$ cat src/rtl/core/rc_pulse_to_duty_command_defines.svh
// Assertion macros used by the top level of the RC pulse decoder RTL.
`ifndef RC_PULSE_TO_DUTY_COMMAND_DEFINES_SVH
`define RC_PULSE_TO_DUTY_COMMAND_DEFINES_SVH

// Same-cycle implication, checked on the rising clock edge outside reset.
`define RCPD_ASSERT_NOW(label, ante, cons, msg) \
  label: assert property (@(posedge clk_i) disable iff (!rst_ni) (ante) |-> (cons)) \
    else $error(msg);

// Next-cycle implication, checked on the rising clock edge outside reset.
`define RCPD_ASSERT_NEXT(label, ante, cons, msg) \
  label: assert property (@(posedge clk_i) disable iff (!rst_ni) (ante) |=> (cons)) \
    else $error(msg);

`endif

$ cat src/rtl/core/rcpd_pkg.sv
// Shared widths, codes, reset values and control structs of the RC pulse decoder.
package rcpd_pkg;

  localparam int unsigned CfgIdxW  = 3;
  localparam int unsigned CfgDataW = 17;
  localparam int unsigned WidthW   = 16;
  localparam int unsigned StoredW  = 12;
  localparam int unsigned MinW     = 11;
  localparam int unsigned MaxW     = 12;
  localparam int unsigned DutyW    = 17;
  localparam int unsigned TicksW   = 17;
  localparam int unsigned KindW    = 2;
  localparam int unsigned FracBits = 16;
  localparam int unsigned DivSteps = FracBits + 1;
  localparam int unsigned StepCntW = $clog2(DivSteps);

  localparam logic [CfgIdxW-1:0] RegInputEnable = 3'd0;
  localparam logic [CfgIdxW-1:0] RegMinWidth    = 3'd1;
  localparam logic [CfgIdxW-1:0] RegMaxWidth    = 3'd2;
  localparam logic [CfgIdxW-1:0] RegStopDuty    = 3'd3;
  localparam logic [CfgIdxW-1:0] RegStartMin    = 3'd4;
  localparam logic [CfgIdxW-1:0] RegStartMax    = 3'd5;
  localparam logic [CfgIdxW-1:0] RegTimeout     = 3'd6;

  localparam logic OpPulse = 1'b0;
  localparam logic OpTick  = 1'b1;

  localparam logic [KindW-1:0] KindRun     = 2'd0;
  localparam logic [KindW-1:0] KindStop    = 2'd1;
  localparam logic [KindW-1:0] KindTimeout = 2'd2;

  localparam logic [WidthW-1:0] PulseMinUs = 16'd500;
  localparam logic [WidthW-1:0] PulseMaxUs = 16'd3000;

  localparam logic [MinW-1:0]   ResetMinWidth = 11'd1000;
  localparam logic [MaxW-1:0]   ResetMaxWidth = 12'd2000;
  localparam logic [DutyW-1:0]  ResetStopDuty = 17'd1966;
  localparam logic [DutyW-1:0]  ResetStartMin = 17'd3932;
  localparam logic [DutyW-1:0]  ResetStartMax = 17'd26214;
  localparam logic [TicksW-1:0] ResetTimeout  = 17'd65536;

  typedef struct packed {
    logic load_item;
    logic tick_update;
    logic div_init;
    logic div_step;
    logic emit;
  } rcpd_cmd_t;

  typedef struct packed {
    logic enable;
    logic is_tick;
    logic pulse_ok;
    logic tick_notice;
  } rcpd_sts_t;

endpackage

$ cat src/rtl/core/rcpd_in_if.sv
// Input channel of the RC pulse decoder: valid, ready and one item.
interface rcpd_in_if;
  logic                         valid;
  logic                         ready;
  logic                         operation;
  logic [rcpd_pkg::WidthW-1:0]  pulse_width_us;
  logic                         motor_idle;

  modport source (output valid, operation, pulse_width_us, motor_idle, input ready);
  modport sink   (input valid, operation, pulse_width_us, motor_idle, output ready);
endinterface

$ cat src/rtl/core/rcpd_out_if.sv
// Output channel of the RC pulse decoder: valid, ready and one command.
interface rcpd_out_if;
  logic                        valid;
  logic                        ready;
  logic [rcpd_pkg::KindW-1:0]  command_kind;
  logic [rcpd_pkg::DutyW-1:0]  duty;

  modport source (output valid, command_kind, duty, input ready);
  modport sink   (input valid, command_kind, duty, output ready);
endinterface

$ cat src/rtl/core/rcpd_dp.sv
// Datapath: configuration, pulse and tick state, serial divider and result register.
module rcpd_dp (
  input  logic                          clk_i,
  input  logic                          rst_ni,
  input  logic                          cfg_we_i,
  input  logic [rcpd_pkg::CfgIdxW-1:0]  cfg_index_i,
  input  logic [rcpd_pkg::CfgDataW-1:0] cfg_wdata_i,
  input  logic                          operation_i,
  input  logic [rcpd_pkg::WidthW-1:0]   pulse_width_us_i,
  input  logic                          motor_idle_i,
  input  rcpd_pkg::rcpd_cmd_t           cmd_i,
  output rcpd_pkg::rcpd_sts_t           sts_o,
  output logic [rcpd_pkg::KindW-1:0]    command_kind_o,
  output logic [rcpd_pkg::DutyW-1:0]    duty_o
);
  import rcpd_pkg::*;

  logic              enable_q;
  logic [MinW-1:0]   min_width_q;
  logic [MaxW-1:0]   max_width_q;
  logic [DutyW-1:0]  stop_duty_q;
  logic [DutyW-1:0]  start_min_q;
  logic [DutyW-1:0]  start_max_q;
  logic [TicksW-1:0] timeout_q;

  logic [StoredW-1:0] last_width_q;
  logic [TicksW-1:0]  idle_ticks_q;

  logic               op_q;
  logic [WidthW-1:0]  width_q;
  logic               idle_q;
  logic [StoredW:0]   rem_q;
  logic [StoredW-1:0] den_q;
  logic [DutyW-1:0]   quo_q;
  logic               empty_q;
  logic [KindW-1:0]   kind_q;
  logic [DutyW-1:0]   duty_q;

  logic [TicksW-1:0]  limit;
  logic [TicksW:0]    ticks_next;
  logic               expire;
  logic               notice;
  logic               pulse_ok;
  logic [StoredW-1:0] w12;
  logic [StoredW-1:0] lo12;
  logic [StoredW-1:0] clamped;
  logic [StoredW-1:0] num;
  logic [StoredW-1:0] den;
  logic               empty;
  logic               ge;
  logic [StoredW-1:0] diff;
  logic [DutyW-1:0]   duty;
  logic               stop;

  // Tick: count up and clear the stored width once the timeout is reached.
  assign limit      = (timeout_q == '0) ? TicksW'(1) : timeout_q;
  assign ticks_next = {1'b0, idle_ticks_q} + (TicksW+1)'(1);
  assign expire     = ticks_next >= {1'b0, limit};
  assign notice     = expire && (last_width_q != '0);

  assign pulse_ok = (width_q >= PulseMinUs) && (width_q <= PulseMaxUs);

  assign w12     = width_q[StoredW-1:0];
  assign lo12    = {1'b0, min_width_q};
  assign clamped = (w12 < lo12) ? lo12 : ((w12 > max_width_q) ? max_width_q : w12);
  assign num     = clamped - lo12;
  assign den     = max_width_q - lo12;
  assign empty   = max_width_q <= lo12;

  // One quotient bit a step; the first step yields the integer bit.
  assign ge   = rem_q >= {1'b0, den_q};
  assign diff = ge ? (rem_q[StoredW-1:0] - den_q) : rem_q[StoredW-1:0];

  assign duty = empty_q ? '0 : quo_q;
  assign stop = (idle_q && ((duty < start_min_q) || (duty > start_max_q)))
                || (duty < stop_duty_q) || (duty == '0);

  always_ff @(posedge clk_i or negedge rst_ni) begin
    if (!rst_ni) begin
      enable_q     <= 1'b0;
      min_width_q  <= ResetMinWidth;
      max_width_q  <= ResetMaxWidth;
      stop_duty_q  <= ResetStopDuty;
      start_min_q  <= ResetStartMin;
      start_max_q  <= ResetStartMax;
      timeout_q    <= ResetTimeout;
      last_width_q <= '0;
      idle_ticks_q <= '0;
    end else begin
      if (cfg_we_i) begin
        unique case (cfg_index_i)
          RegInputEnable: enable_q    <= cfg_wdata_i[0];
          RegMinWidth:    min_width_q <= cfg_wdata_i[MinW-1:0];
          RegMaxWidth:    max_width_q <= cfg_wdata_i[MaxW-1:0];
          RegStopDuty:    stop_duty_q <= cfg_wdata_i[DutyW-1:0];
          RegStartMin:    start_min_q <= cfg_wdata_i[DutyW-1:0];
          RegStartMax:    start_max_q <= cfg_wdata_i[DutyW-1:0];
          RegTimeout:     timeout_q   <= cfg_wdata_i[TicksW-1:0];
          default: ;
        endcase
      end
      if (cmd_i.tick_update) begin
        if (expire) begin
          last_width_q <= '0;
          idle_ticks_q <= '0;
        end else begin
          idle_ticks_q <= ticks_next[TicksW-1:0];
        end
      end
      if (cmd_i.div_init) begin
        last_width_q <= w12;
        idle_ticks_q <= '0;
      end
    end
  end

  always_ff @(posedge clk_i) begin
    if (cmd_i.load_item) begin
      op_q    <= operation_i;
      width_q <= pulse_width_us_i;
      idle_q  <= motor_idle_i;
    end
    if (cmd_i.div_init) begin
      rem_q   <= {1'b0, num};
      den_q   <= den;
      quo_q   <= '0;
      empty_q <= empty;
    end
    if (cmd_i.div_step) begin
      rem_q <= {diff, 1'b0};
      quo_q <= {quo_q[DutyW-2:0], ge};
    end
    if (cmd_i.emit) begin
      if (op_q == OpTick) begin
        kind_q <= KindTimeout;
        duty_q <= '0;
      end else if (stop) begin
        kind_q <= KindStop;
        duty_q <= '0;
      end else begin
        kind_q <= KindRun;
        duty_q <= duty;
      end
    end
  end

  assign sts_o.enable      = enable_q;
  assign sts_o.is_tick     = op_q == OpTick;
  assign sts_o.pulse_ok    = pulse_ok;
  assign sts_o.tick_notice = notice;

  assign command_kind_o = kind_q;
  assign duty_o         = duty_q;

endmodule

$ cat src/rtl/core/rcpd_ctrl.sv
// Controller: sequences item capture, tick update, divider steps and result hand-off.
module rcpd_ctrl (
  input  logic                clk_i,
  input  logic                rst_ni,
  input  logic                in_valid_i,
  output logic                in_ready_o,
  output logic                out_valid_o,
  input  logic                out_ready_i,
  input  rcpd_pkg::rcpd_sts_t sts_i,
  output rcpd_pkg::rcpd_cmd_t cmd_o
);
  import rcpd_pkg::*;

  typedef enum logic [1:0] {StIdle, StExec, StDiv, StEmit} state_e;

  state_e              state_q;
  logic                out_valid_q;
  logic [StepCntW-1:0] step_q;
  logic                out_free;

  assign out_free    = !out_valid_q || out_ready_i;
  assign in_ready_o  = state_q == StIdle;
  assign out_valid_o = out_valid_q;

  always_comb begin
    cmd_o = '0;
    unique case (state_q)
      StIdle: cmd_o.load_item = in_valid_i && sts_i.enable;
      StExec: begin
        cmd_o.tick_update = sts_i.is_tick;
        cmd_o.div_init    = !sts_i.is_tick && sts_i.pulse_ok;
      end
      StDiv:  cmd_o.div_step = 1'b1;
      StEmit: cmd_o.emit = out_free;
      default: ;
    endcase
  end

  always_ff @(posedge clk_i or negedge rst_ni) begin
    if (!rst_ni) begin
      state_q     <= StIdle;
      out_valid_q <= 1'b0;
      step_q      <= '0;
    end else begin
      // A new result may replace the one taken in the same cycle.
      if (cmd_o.emit) begin
        out_valid_q <= 1'b1;
      end else if (out_ready_i) begin
        out_valid_q <= 1'b0;
      end
      unique case (state_q)
        StIdle: begin
          // A beat taken while disabled is dropped here.
          if (in_valid_i && sts_i.enable) begin
            state_q <= StExec;
          end
        end
        StExec: begin
          if (sts_i.is_tick) begin
            state_q <= sts_i.tick_notice ? StEmit : StIdle;
          end else if (sts_i.pulse_ok) begin
            state_q <= StDiv;
            step_q  <= '0;
          end else begin
            state_q <= StIdle;
          end
        end
        StDiv: begin
          if (step_q == StepCntW'(DivSteps - 1)) begin
            state_q <= StEmit;
          end else begin
            step_q <= step_q + StepCntW'(1);
          end
        end
        StEmit: begin
          if (out_free) begin
            state_q <= StIdle;
          end
        end
        default: state_q <= StIdle;
      endcase
    end
  end

endmodule

$ cat src/rtl/core/rc_pulse_to_duty_command.sv
// Top level of the RC pulse decoder that turns pulse widths and ticks into motor commands.
//
//  channel  dir  beat payload                                 handshake
//  in_i     in   operation, pulse_width_us, motor_idle        valid/ready
//  out_o    out  command_kind, duty                           valid/ready
//  cfg      in   cfg_index_i, cfg_wdata_i                     cfg_we_i, no wait
//
// A pulse goes from acceptance to a loaded result through the capture state, the set-up
// state, 17 steps of the restoring divider (one quotient bit each) and the emit state.
// A tick or rejected pulse ends after capture and set-up; a timeout notice also emits.
// Reset clears control, configuration, pulse and tick state at once (no clearing pass),
// not the item, divider or result registers. A result waits in the output register
// while the next beat is taken; the emit step holds only while that register stays full.
`include "rc_pulse_to_duty_command_defines.svh"

module rc_pulse_to_duty_command (
  input  logic                          clk_i,
  input  logic                          rst_ni,
  input  logic                          cfg_we_i,
  input  logic [rcpd_pkg::CfgIdxW-1:0]  cfg_index_i,
  input  logic [rcpd_pkg::CfgDataW-1:0] cfg_wdata_i,
  rcpd_in_if.sink                       in_i,
  rcpd_out_if.source                    out_o
);
  import rcpd_pkg::*;

  rcpd_cmd_t cmd;
  rcpd_sts_t sts;
  logic      in_ready;
  logic      out_valid;

  rcpd_ctrl u_ctrl (
    .clk_i       (clk_i),
    .rst_ni      (rst_ni),
    .in_valid_i  (in_i.valid),
    .in_ready_o  (in_ready),
    .out_valid_o (out_valid),
    .out_ready_i (out_o.ready),
    .sts_i       (sts),
    .cmd_o       (cmd)
  );

  rcpd_dp u_dp (
    .clk_i            (clk_i),
    .rst_ni           (rst_ni),
    .cfg_we_i         (cfg_we_i),
    .cfg_index_i      (cfg_index_i),
    .cfg_wdata_i      (cfg_wdata_i),
    .operation_i      (in_i.operation),
    .pulse_width_us_i (in_i.pulse_width_us),
    .motor_idle_i     (in_i.motor_idle),
    .cmd_i            (cmd),
    .sts_o            (sts),
    .command_kind_o   (out_o.command_kind),
    .duty_o           (out_o.duty)
  );

  assign in_i.ready  = in_ready;
  assign out_o.valid = out_valid;

  `RCPD_ASSERT_NEXT(a_busy_after_beat, in_i.valid && in_i.ready && sts.enable, !in_i.ready, "block took a second beat while busy")
  `RCPD_ASSERT_NOW(a_quiet_duty, out_o.valid && (out_o.command_kind != KindRun), out_o.duty == '0, "stop or timeout carries a nonzero duty")
  `RCPD_ASSERT_NOW(a_run_duty, out_o.valid && (out_o.command_kind == KindRun), out_o.duty != '0, "run command with zero duty")
  `RCPD_ASSERT_NOW(a_emit_slot, cmd.emit, !out_valid || out_o.ready, "result loaded over an untaken beat")

endmodule

$ cat src/flat_wrapper.sv
// flat-port wrapper written by rule: the top's interface ports become plain ports
module rc_pulse_to_duty_command_flat import rcpd_pkg::*;
  (clk_i, rst_ni, cfg_we_i, cfg_index_i, cfg_wdata_i, in_i_valid, in_i_operation, in_i_pulse_width_us, in_i_motor_idle, in_i_ready, out_o_valid, out_o_command_kind, out_o_duty, out_o_ready);
  rcpd_in_if in_i_i ();
  rcpd_out_if out_o_i ();
  input  logic clk_i;
  input  logic rst_ni;
  input  logic cfg_we_i;
  input  logic [rcpd_pkg::CfgIdxW-1:0] cfg_index_i;
  input  logic [rcpd_pkg::CfgDataW-1:0] cfg_wdata_i;
  input wire logic [$bits(in_i_i.valid)-1:0] in_i_valid;
  input wire logic [$bits(in_i_i.operation)-1:0] in_i_operation;
  input wire logic [$bits(in_i_i.pulse_width_us)-1:0] in_i_pulse_width_us;
  input wire logic [$bits(in_i_i.motor_idle)-1:0] in_i_motor_idle;
  output wire logic [$bits(in_i_i.ready)-1:0] in_i_ready;
  output wire logic [$bits(out_o_i.valid)-1:0] out_o_valid;
  output wire logic [$bits(out_o_i.command_kind)-1:0] out_o_command_kind;
  output wire logic [$bits(out_o_i.duty)-1:0] out_o_duty;
  input wire logic [$bits(out_o_i.ready)-1:0] out_o_ready;
  assign in_i_i.valid = in_i_valid;
  assign in_i_i.operation = in_i_operation;
  assign in_i_i.pulse_width_us = in_i_pulse_width_us;
  assign in_i_i.motor_idle = in_i_motor_idle;
  assign in_i_ready = in_i_i.ready;
  assign out_o_valid = out_o_i.valid;
  assign out_o_command_kind = out_o_i.command_kind;
  assign out_o_duty = out_o_i.duty;
  assign out_o_i.ready = out_o_ready;
  rc_pulse_to_duty_command u_core (.clk_i(clk_i), .rst_ni(rst_ni), .cfg_we_i(cfg_we_i), .cfg_index_i(cfg_index_i), .cfg_wdata_i(cfg_wdata_i), .in_i(in_i_i), .out_o(out_o_i));
endmodule
$ cat config.mk
export PLATFORM = sky130hd
export DESIGN_NAME = rc_pulse_to_duty_command_flat
export DESIGN_NICKNAME = d
export VERILOG_FILES = /design/src/rtl/core/rcpd_pkg.sv /design/src/rtl/core/rcpd_in_if.sv /design/src/rtl/core/rcpd_out_if.sv /design/src/rtl/core/rcpd_dp.sv /design/src/rtl/core/rcpd_ctrl.sv /design/src/rtl/core/rc_pulse_to_duty_command.sv /design/src/flat_wrapper.sv
export VERILOG_INCLUDE_DIRS = /design/src /design/src/rtl/core
export SDC_FILE = /design/constraint.sdc
export NUM_CORES = 1
export LEC_CHECK = 0
export BUFFER_PORTS_ARGS = -buffer_cell sky130_fd_sc_hd__buf_2
export CAP_MARGIN = 40
export CORE_MARGIN = 2
export CORE_UTILIZATION = 50
export DETAILED_ROUTE_END_ITERATION = 6
export GPL_TIMING_DRIVEN = 0
export PLACE_DENSITY_LB_ADDON = 0.1
export SLEW_MARGIN = 25
export SYNTH_ARGS = -nofsm -noshare
export SYNTH_HDL_FRONTEND = slang
export SYNTH_SLANG_ARGS = --single-unit
$ cat constraint.sdc
create_clock -name clk_i -period 10.32 [get_ports clk_i]
set_clock_uncertainty 0.2 [all_clocks]
set_input_delay 1.548 -clock clk_i [delete_from_list [all_inputs] [get_ports clk_i]]
set_output_delay 1.548 -clock clk_i [all_outputs]
set_load 0.005 [all_outputs]
==> results.sh, run 1 <==
export IMPL_synth_top_area_share_pct=18.9
export IMPL_fp_dieW_um=163
export IMPL_max_freq_mhz=202
export IMPL_gp_congestion=0.911
export IMPL_grt_max_degree=69
export IMPL_grt_setup_unrepaired="false"
export IMPL_viasPerCell=5.64
export IMPL_slowest_stage="dfstp_2"
export IMPL_status="finished, final reports clean"
export IMPL_max_stage_delay_ps=560
export IMPL_wirelength_um=31200
export IMPL_cts_root_buf="clkbuf_16"
export IMPL_p_leak_uw=0.00637
export IMPL_clk_pin_slew_ps=60
export IMPL_r2r_end="u_core.u_dp.rem_q[10]"
export IMPL_syn_inst=1199
export IMPL_crit_type="flip-flop to flip-flop"
export IMPL_yosys_area_share_xor_xnor_pct=2.86
export IMPL_synth_area_leaders="edfxtp_1, dfrtp_1, ha_1"
export IMPL_postSynthAreaPerCell_sq_um=10.5
export IMPL_cts_sinks=209
export IMPL_synth_common_cells="ha_1, inv_1, nand2_1, dfrtp_1, edfxtp_1"
export IMPL_ant_nets=0
export IMPL_setup_violations=0
export IMPL_postCtsResizedCells=0
export IMPL_hold_depth=2
export IMPL_nets=1464
export IMPL_synth_adder_area_share_pct=12.9
export IMPL_critPathCaptureType="flip-flop"
export IMPL_r2r_start="u_core.u_dp.max_width_q[10]"
export IMPL_num_antenna_cells=0
export IMPL_p_per_area_nw_per_um2=206
export IMPL_cts_buffer_depth=3
export IMPL_ir_drop_uv=139
export IMPL_worstPathArrival_ps=4990
export IMPL_synthSimpleGateAreaFrac_pct=14.5
export IMPL_ys_seq_area_share_pct=45.1
export IMPL_muxShareOfSynthArea_pct=6.69
export IMPL_drv_cap=0
export IMPL_cts_made_buffers=25
export IMPL_post_dp_cell_area_sq_um=13400
export IMPL_dieArea_sq_um=26400
export IMPL_fin_total_pwr_uw=2940
export IMPL_core_area_sq_um=25000
export IMPL_worstPathCellList="inv_1 > ha_1 > nand4_1 > a211o_1 > a31oi_1 > buf_2 > nand2_1 > o211ai_1 > o21ai_0 > ha_1 > fa_1 > nor2b_1 > o21ai_0 > a21o_1 > a31oi_1 > a31oi_1 > xor2_1 > o22ai_1"
export IMPL_min_period_over_period_pct=48.0
export IMPL_multiInputGateArea_sq_um=6280
export IMPL_clk_latency_ps=520
export IMPL_cp_common_cell="a31oi_1"
export IMPL_ctsHoldBuffers=0
export IMPL_critPathMaxFanout=10
export IMPL_syn_nets=1370
export IMPL_num_rows=58
export IMPL_synth_cell_type_count=70
export IMPL_hold_end="u_core.u_dp.rem_q[0]"
export IMPL_startpoint_type="flip-flop"
export IMPL_tightest_slew_ps=746
export IMPL_fin_setup_tns_ps=0
export IMPL_drive_gt1_share_pct=18.4
export IMPL_drc=0
export IMPL_synth_area_sq_um=12600
export IMPL_grt_pass1_vias=9034
export IMPL_slew_headroom_pct=50.1
export IMPL_synth_compound_area_share_pct=12.9
export IMPL_htreeDepth=1
export IMPL_chipHeight_um=163
export IMPL_drt_initial_drc_count=603
export IMPL_io_pins=64
export IMPL_ys_ff_latch=209
export IMPL_cts_tree="built"
export IMPL_area_growth_pct=13.3
export IMPL_hold_viol_final=0
export IMPL_overflow=0
export IMPL_min_path_type="flip-flop to flip-flop"
export IMPL_antenna_found_initial=0
export IMPL_io_buffer_count=61
export IMPL_ys_warnings_count=0
export IMPL_dp_hpwl_um=23500
export IMPL_track_usage_pct=24.0
export IMPL_postCtsSetupBuffers=0
export IMPL_dr_pass1_iters=5
export IMPL_fill_cells=2209
export IMPL_required_ps=10360
export IMPL_synthMostInstantiatedCell="ha_1"
export IMPL_ff2ff_path_depth=18
export IMPL_grt_pass1_wl_um=49500
export IMPL_period_needed_ps=4950
export IMPL_async_reset_ff_share_pct=61.7
export IMPL_vias=9253
export IMPL_stdcell_area_sq_um=14200
export IMPL_synth_area_leader_cell="edfxtp_1"
export IMPL_synth_enable_flop_cells=79
export IMPL_start_util_pct=50.4
export IMPL_seqCellArea_sq_um=5670
export IMPL_min_from="u_core.u_dp.rem_q[0]"
export IMPL_ys_dominant_reg_cell="dfrtp_1"
export IMPL_routedWlPerCell_um=19.0
export IMPL_drv_slew=0
export IMPL_synth_top_family_by_area="simple AND/OR/NAND/NOR gates"
export IMPL_rrSetupSlack_ps=5370
registers in the layout, indices dropped and copies added, names as in the netlist, named ones only:
signal                      cells
u_core.u_ctrl.out_valid_o       1
u_core.u_ctrl.state_q           1
u_core.u_ctrl.step_q            5
u_core.u_dp.command_kind_o      2
u_core.u_dp.den_q              12
u_core.u_dp.duty_o             17
u_core.u_dp.empty_q             1
u_core.u_dp.enable_q            1
u_core.u_dp.idle_q              1
u_core.u_dp.idle_ticks_q       17
u_core.u_dp.last_width_q       12
u_core.u_dp.max_width_q        12
u_core.u_dp.min_width_q        11
u_core.u_dp.op_q                1
u_core.u_dp.quo_q              17
u_core.u_dp.rem_q              13
u_core.u_dp.start_max_q        17
u_core.u_dp.start_min_q        17
u_core.u_dp.stop_duty_q        17
u_core.u_dp.timeout_q          17
u_core.u_dp.width_q            16
logic make-up (layout without fill, tap and decap cells):
family | count (synthesis) | count (layout)
mux | 77 | 77
fa+ha+maj | 128 | 128
buf+inv | 156 | 268
compound gates | 250 | 250
simple gates | 338 | 338
xor+xnor | 41 | 41
flops | 209 | 209
worst max path at each step:
stage / startpoint / endpoint / slack [ps] / cells after the start
final: u_core.u_dp.max_width_q[10] / u_core.u_dp.rem_q[10] / 5370 / 18
after CTS: u_core.u_dp.max_width_q[10] / u_core.u_dp.rem_q[10] / 5390 / 18
after global routing: u_core.u_dp.max_width_q[10] / u_core.u_dp.rem_q[10] / 5110 / 18
after global placement: u_core.u_dp.max_width_q[10] / u_core.u_dp.rem_q[10] / 5490 / 18
after detailed placement: u_core.u_dp.max_width_q[10] / u_core.u_dp.rem_q[10] / 5410 / 18
after floorplan: u_core.u_dp.max_width_q[10] / u_core.u_dp.rem_q[10] / 6200 / 18
metrics by stage:
stage	util (%)	hold slack, ps	std cells	worst slack, ps
6_report	57.1	287	1641	5370
5_1_grt	57.1	323	1641	5110
3_3_place_gp	53.2	260	1590	5490
3_5_place_dp	53.6	277	1595	5410
2_1_floorplan	-	244	1199	6200
4_1_cts	57.0	289	1640	5390
placed cells by master (no fill, tap or decap), drive strengths merged, types with 8 or more instances in the layout:
cell     Yosys  layout
mux2i       21      21
xor2        11      11
clkbuf      28      54
o21ai       76      76
nor3        16      16
clkinv       0      10
xnor2       30      30
nand3       32      32
and2        20      20
nor2        51      51
buf         11      77
mux2        56      56
a21oi       52      52
edfxtp      79      79
or2         10      10
a31oi        8       8
inv        117     118
nor4        13      13
o2111ai      9       9
o21a        11      11
nand2       95      95
nand2b       8       8
ha         125     125
a21o        32      32
a22o        13      13
nand4       24      24
dfrtp       92      92
nor4b       16      16
dfstp       37      37
nor2b       30      30
o22ai        9       9
per-layer routing:
layer	GRT usage (%)	share of wire, %	vias up
met2	37.5	44	224
met3	3.00	4.6	46
met1	35.9	49	4473
li1	-	-	4510
met4	5.67	2.1	0
met5	0	0	-
area by class of cell:
cell class	count	share of cell area (%)
Multi-Input combinational cell	834	44.1
Timing Repair Buffer	67	2.71
Buffer	39	1.35
Sequential cell	209	39.8
Tap cell	330	2.90
Clock buffer	26	4.42
Clock inverter	19	1.66
Inverter	117	3.08
worst max-delay path, delay by kind of cell (launching register included):
| kind | cells | cell delay (ps) |
|---|---|---|
| xor gates and xnor gates | 1 | 170 |
| DFF | 1 | 560 |
| AOI/OAI and AO/OA | 9 | 1900 |
| buffers and inverters | 2 | 480 |
| and+or+nand+nor | 3 | 380 |
| adders and majority gates | 3 | 970 |
report_power, final:
part	total [uW]	switching [uW]	internal, uW
Sequential	1120	94.0	1030
Combinational	890	502	388
Clock	930	361	570
Total	2940	957	1980
No activity file was read; power rests on OpenSTA's default activity.
==> run 2, diff against run 1 <==
- clock period: 10.32 -> 4.69 ns (I/O delays scaled with it)
==> run 2 against run 1 <==
Net effect:
- sequential cell count is the same
- register-to-register slack lost 5100 ps
- critical path depth is the same
- count of clock-buffer cells in the layout is the same
- first-iteration DRC count grew 1.5%
- wire length grew 0.14%
- fmax grew 11%
- via count grew 0.67%
- global-route usage is essentially flat
==> results.sh, run 2 (same netlist as run 1, synthesis figures left out) <==
export IMPL_status="finished, final reports clean"
export IMPL_cts_buffer_depth=3
export IMPL_area_growth_pct=13.9
export IMPL_drt_initial_drc_count=612
export IMPL_startpoint_type="flip-flop"
export IMPL_num_antenna_cells=0
export IMPL_max_freq_mhz=224
export IMPL_cp_num_buf_inv=2
export IMPL_max_stage_delay_ps=560
export IMPL_gp_congestion=0.911
export IMPL_stdcell_area_sq_um=14300
export IMPL_worstPathCellList="inv_1 > ha_1 > nand4_1 > a211o_1 > a31oi_4 > buf_6 > nand2_1 > o211ai_1 > o21ai_0 > ha_1 > fa_1 > nor2b_1 > o21ai_0 > a21o_1 > a31oi_2 > a31oi_1 > xor2_1 > o22ai_1"
export IMPL_drc=0
export IMPL_grt_max_degree=69
export IMPL_pwr_share_comb_pct=30.7
export IMPL_chipHeight_um=163
export IMPL_cts_root_buf="clkbuf_16"
export IMPL_crit_type="flip-flop to flip-flop"
export IMPL_drive_gt1_share_pct=18.9
export IMPL_cts_sinks=209
export IMPL_nets=1468
export IMPL_place_ws_ps=-218
export IMPL_setup_violations=0
export IMPL_wirelength_um=31200
export IMPL_grt_setup_unrepaired="false"
export IMPL_hold_viol_final=0
export IMPL_pwr_share_clk_pct=31.5
export IMPL_io_pins=64
export IMPL_vias=9315
export IMPL_num_rows=58
export IMPL_ir_drop_uv=310
export IMPL_min_period_over_period_pct=95.3
export IMPL_period_needed_ps=4470
export IMPL_cp_top_family="compound AO/OA/AOI/OAI gates"
export IMPL_start_util_pct=50.4
export IMPL_io_buffer_count=61
export IMPL_tightest_slew_ps=748
export IMPL_track_usage_pct=24.1
export IMPL_p_sw_share_pct=32.6
export IMPL_final_common_cell="ha_1"
export IMPL_fp_dieW_um=163
export IMPL_p_seq_share_pct=37.9
export IMPL_dieArea_sq_um=26400
export IMPL_dr_pass1_iters=6
export IMPL_p_leak_uw=0.00640
export IMPL_drv_slew=0
export IMPL_grt_pass1_wl_um=49600
export IMPL_required_ps=4730
export IMPL_overflow=0
export IMPL_slowest_stage="dfstp_2"
export IMPL_critPathCaptureType="flip-flop"
export IMPL_dp_hpwl_um=23500
export IMPL_clk_latency_ps=520
export IMPL_ant_nets=0
export IMPL_min_path_type="primary input to flip-flop"
export IMPL_routedWlPerCell_um=19.0
export IMPL_cts_tree="built"
export IMPL_htreeDepth=1
export IMPL_critPathMaxFanout=10
export IMPL_core_area_sq_um=25000
export IMPL_layout_setup_ws_ps=220
export IMPL_grt_pass1_vias=9052
export IMPL_cts_made_buffers=25
export IMPL_layout_common_cells="ha_1, inv_1, nand2_1, dfrtp_1, edfxtp_1"
export IMPL_intPower_uw=4390
export IMPL_p_per_area_nw_per_um2=455
export IMPL_worstPathArrival_ps=4510
export IMPL_drv_cap=0
export IMPL_post_dp_cell_area_sq_um=13400
export IMPL_slew_headroom_pct=49.9
export IMPL_viasPerCell=5.66
export IMPL_utilization_pct=57.4
export IMPL_clk_pin_slew_ps=60
export IMPL_antenna_found_initial=0
export IMPL_p_sw_uw=2120
==> run 2: per-layer routing <==
metal  up-vias  part of all wire [%]  GRT usage [%]  wire length [um]
met3        47                   5.1           3.00              1590
met5         -                     0              0                 0
met4         0                   2.1           5.67               650
met2       244                    44           37.6             13800
li1       4526                     -              -                 -
met1      4498                    49           35.9             15200
==> run 2: power by group through the flow <==
stage               sequential, uW  combinational, uW  clock, uW
CTS                           2460               1960       2090
finish                        2460               2000       2050
floorplan                     2420               1450          0
global placement              2490               1890          0
global route                  2500               2240       2150
detailed placement            2490               1940          0
==> run 2: what timing repair did <==
action                     4_1_cts  5_1_grt
hold buffers                     1        0
pin swaps                        0        2
setup buffers                    0        3
hold endpoints to repair        53        0
gates resized for setup          2        8
setup endpoints to repair        2        2
==> run 2: cell type report <==
| cell class | count | area (sq um) |
|---|---|---|
| plain buffers | 39 | 200 |
| clock buffers | 26 | 629 |
| clock inverters | 19 | 236 |
| fillers | 2203 | 10600 |
| inverters | 117 | 439 |
| multi-input cells | 834 | 6310 |
| flip-flops and latches | 209 | 5670 |
| well taps | 330 | 413 |
| repair buffers | 71 | 418 |
==> run 2: final timing paths <==
kind | start | to | slack, ps | cells past startpoint
setup / recovery | u_core.u_dp.max_width_q[10] | u_core.u_dp.rem_q[10] | 220 | 18
hold / removal | in_i_pulse_width_us[4] | u_core.u_dp.width_q[4] | 150 | 1
setup reg to reg | u_core.u_dp.max_width_q[10] | u_core.u_dp.rem_q[10] | 220 | 18
hold reg to reg | u_core.u_dp.rem_q[0] | u_core.u_dp.rem_q[0] | 290 | 2
max in group asynchronous | rst_ni | u_core.u_dp.start_min_q[10] | 2990 | 3
min in group asynchronous | rst_ni | u_core.u_ctrl.step_q[4] | 500 | 2
==> run 2: per-stage QoR <==
stage / TNS (ps) / hold WS, ps / instances / power [uW]
after global placement: -139 / 260 / 1590 / 4380
after detailed placement: -275 / 277 / 1595 / 4440
after floorplan: 0 / 208 / 1199 / 3870
after CTS: 0 / 138 / 1641 / 6520
final: 0 / 155 / 1645 / 6510
after global routing: 0 / 146 / 1645 / 6890
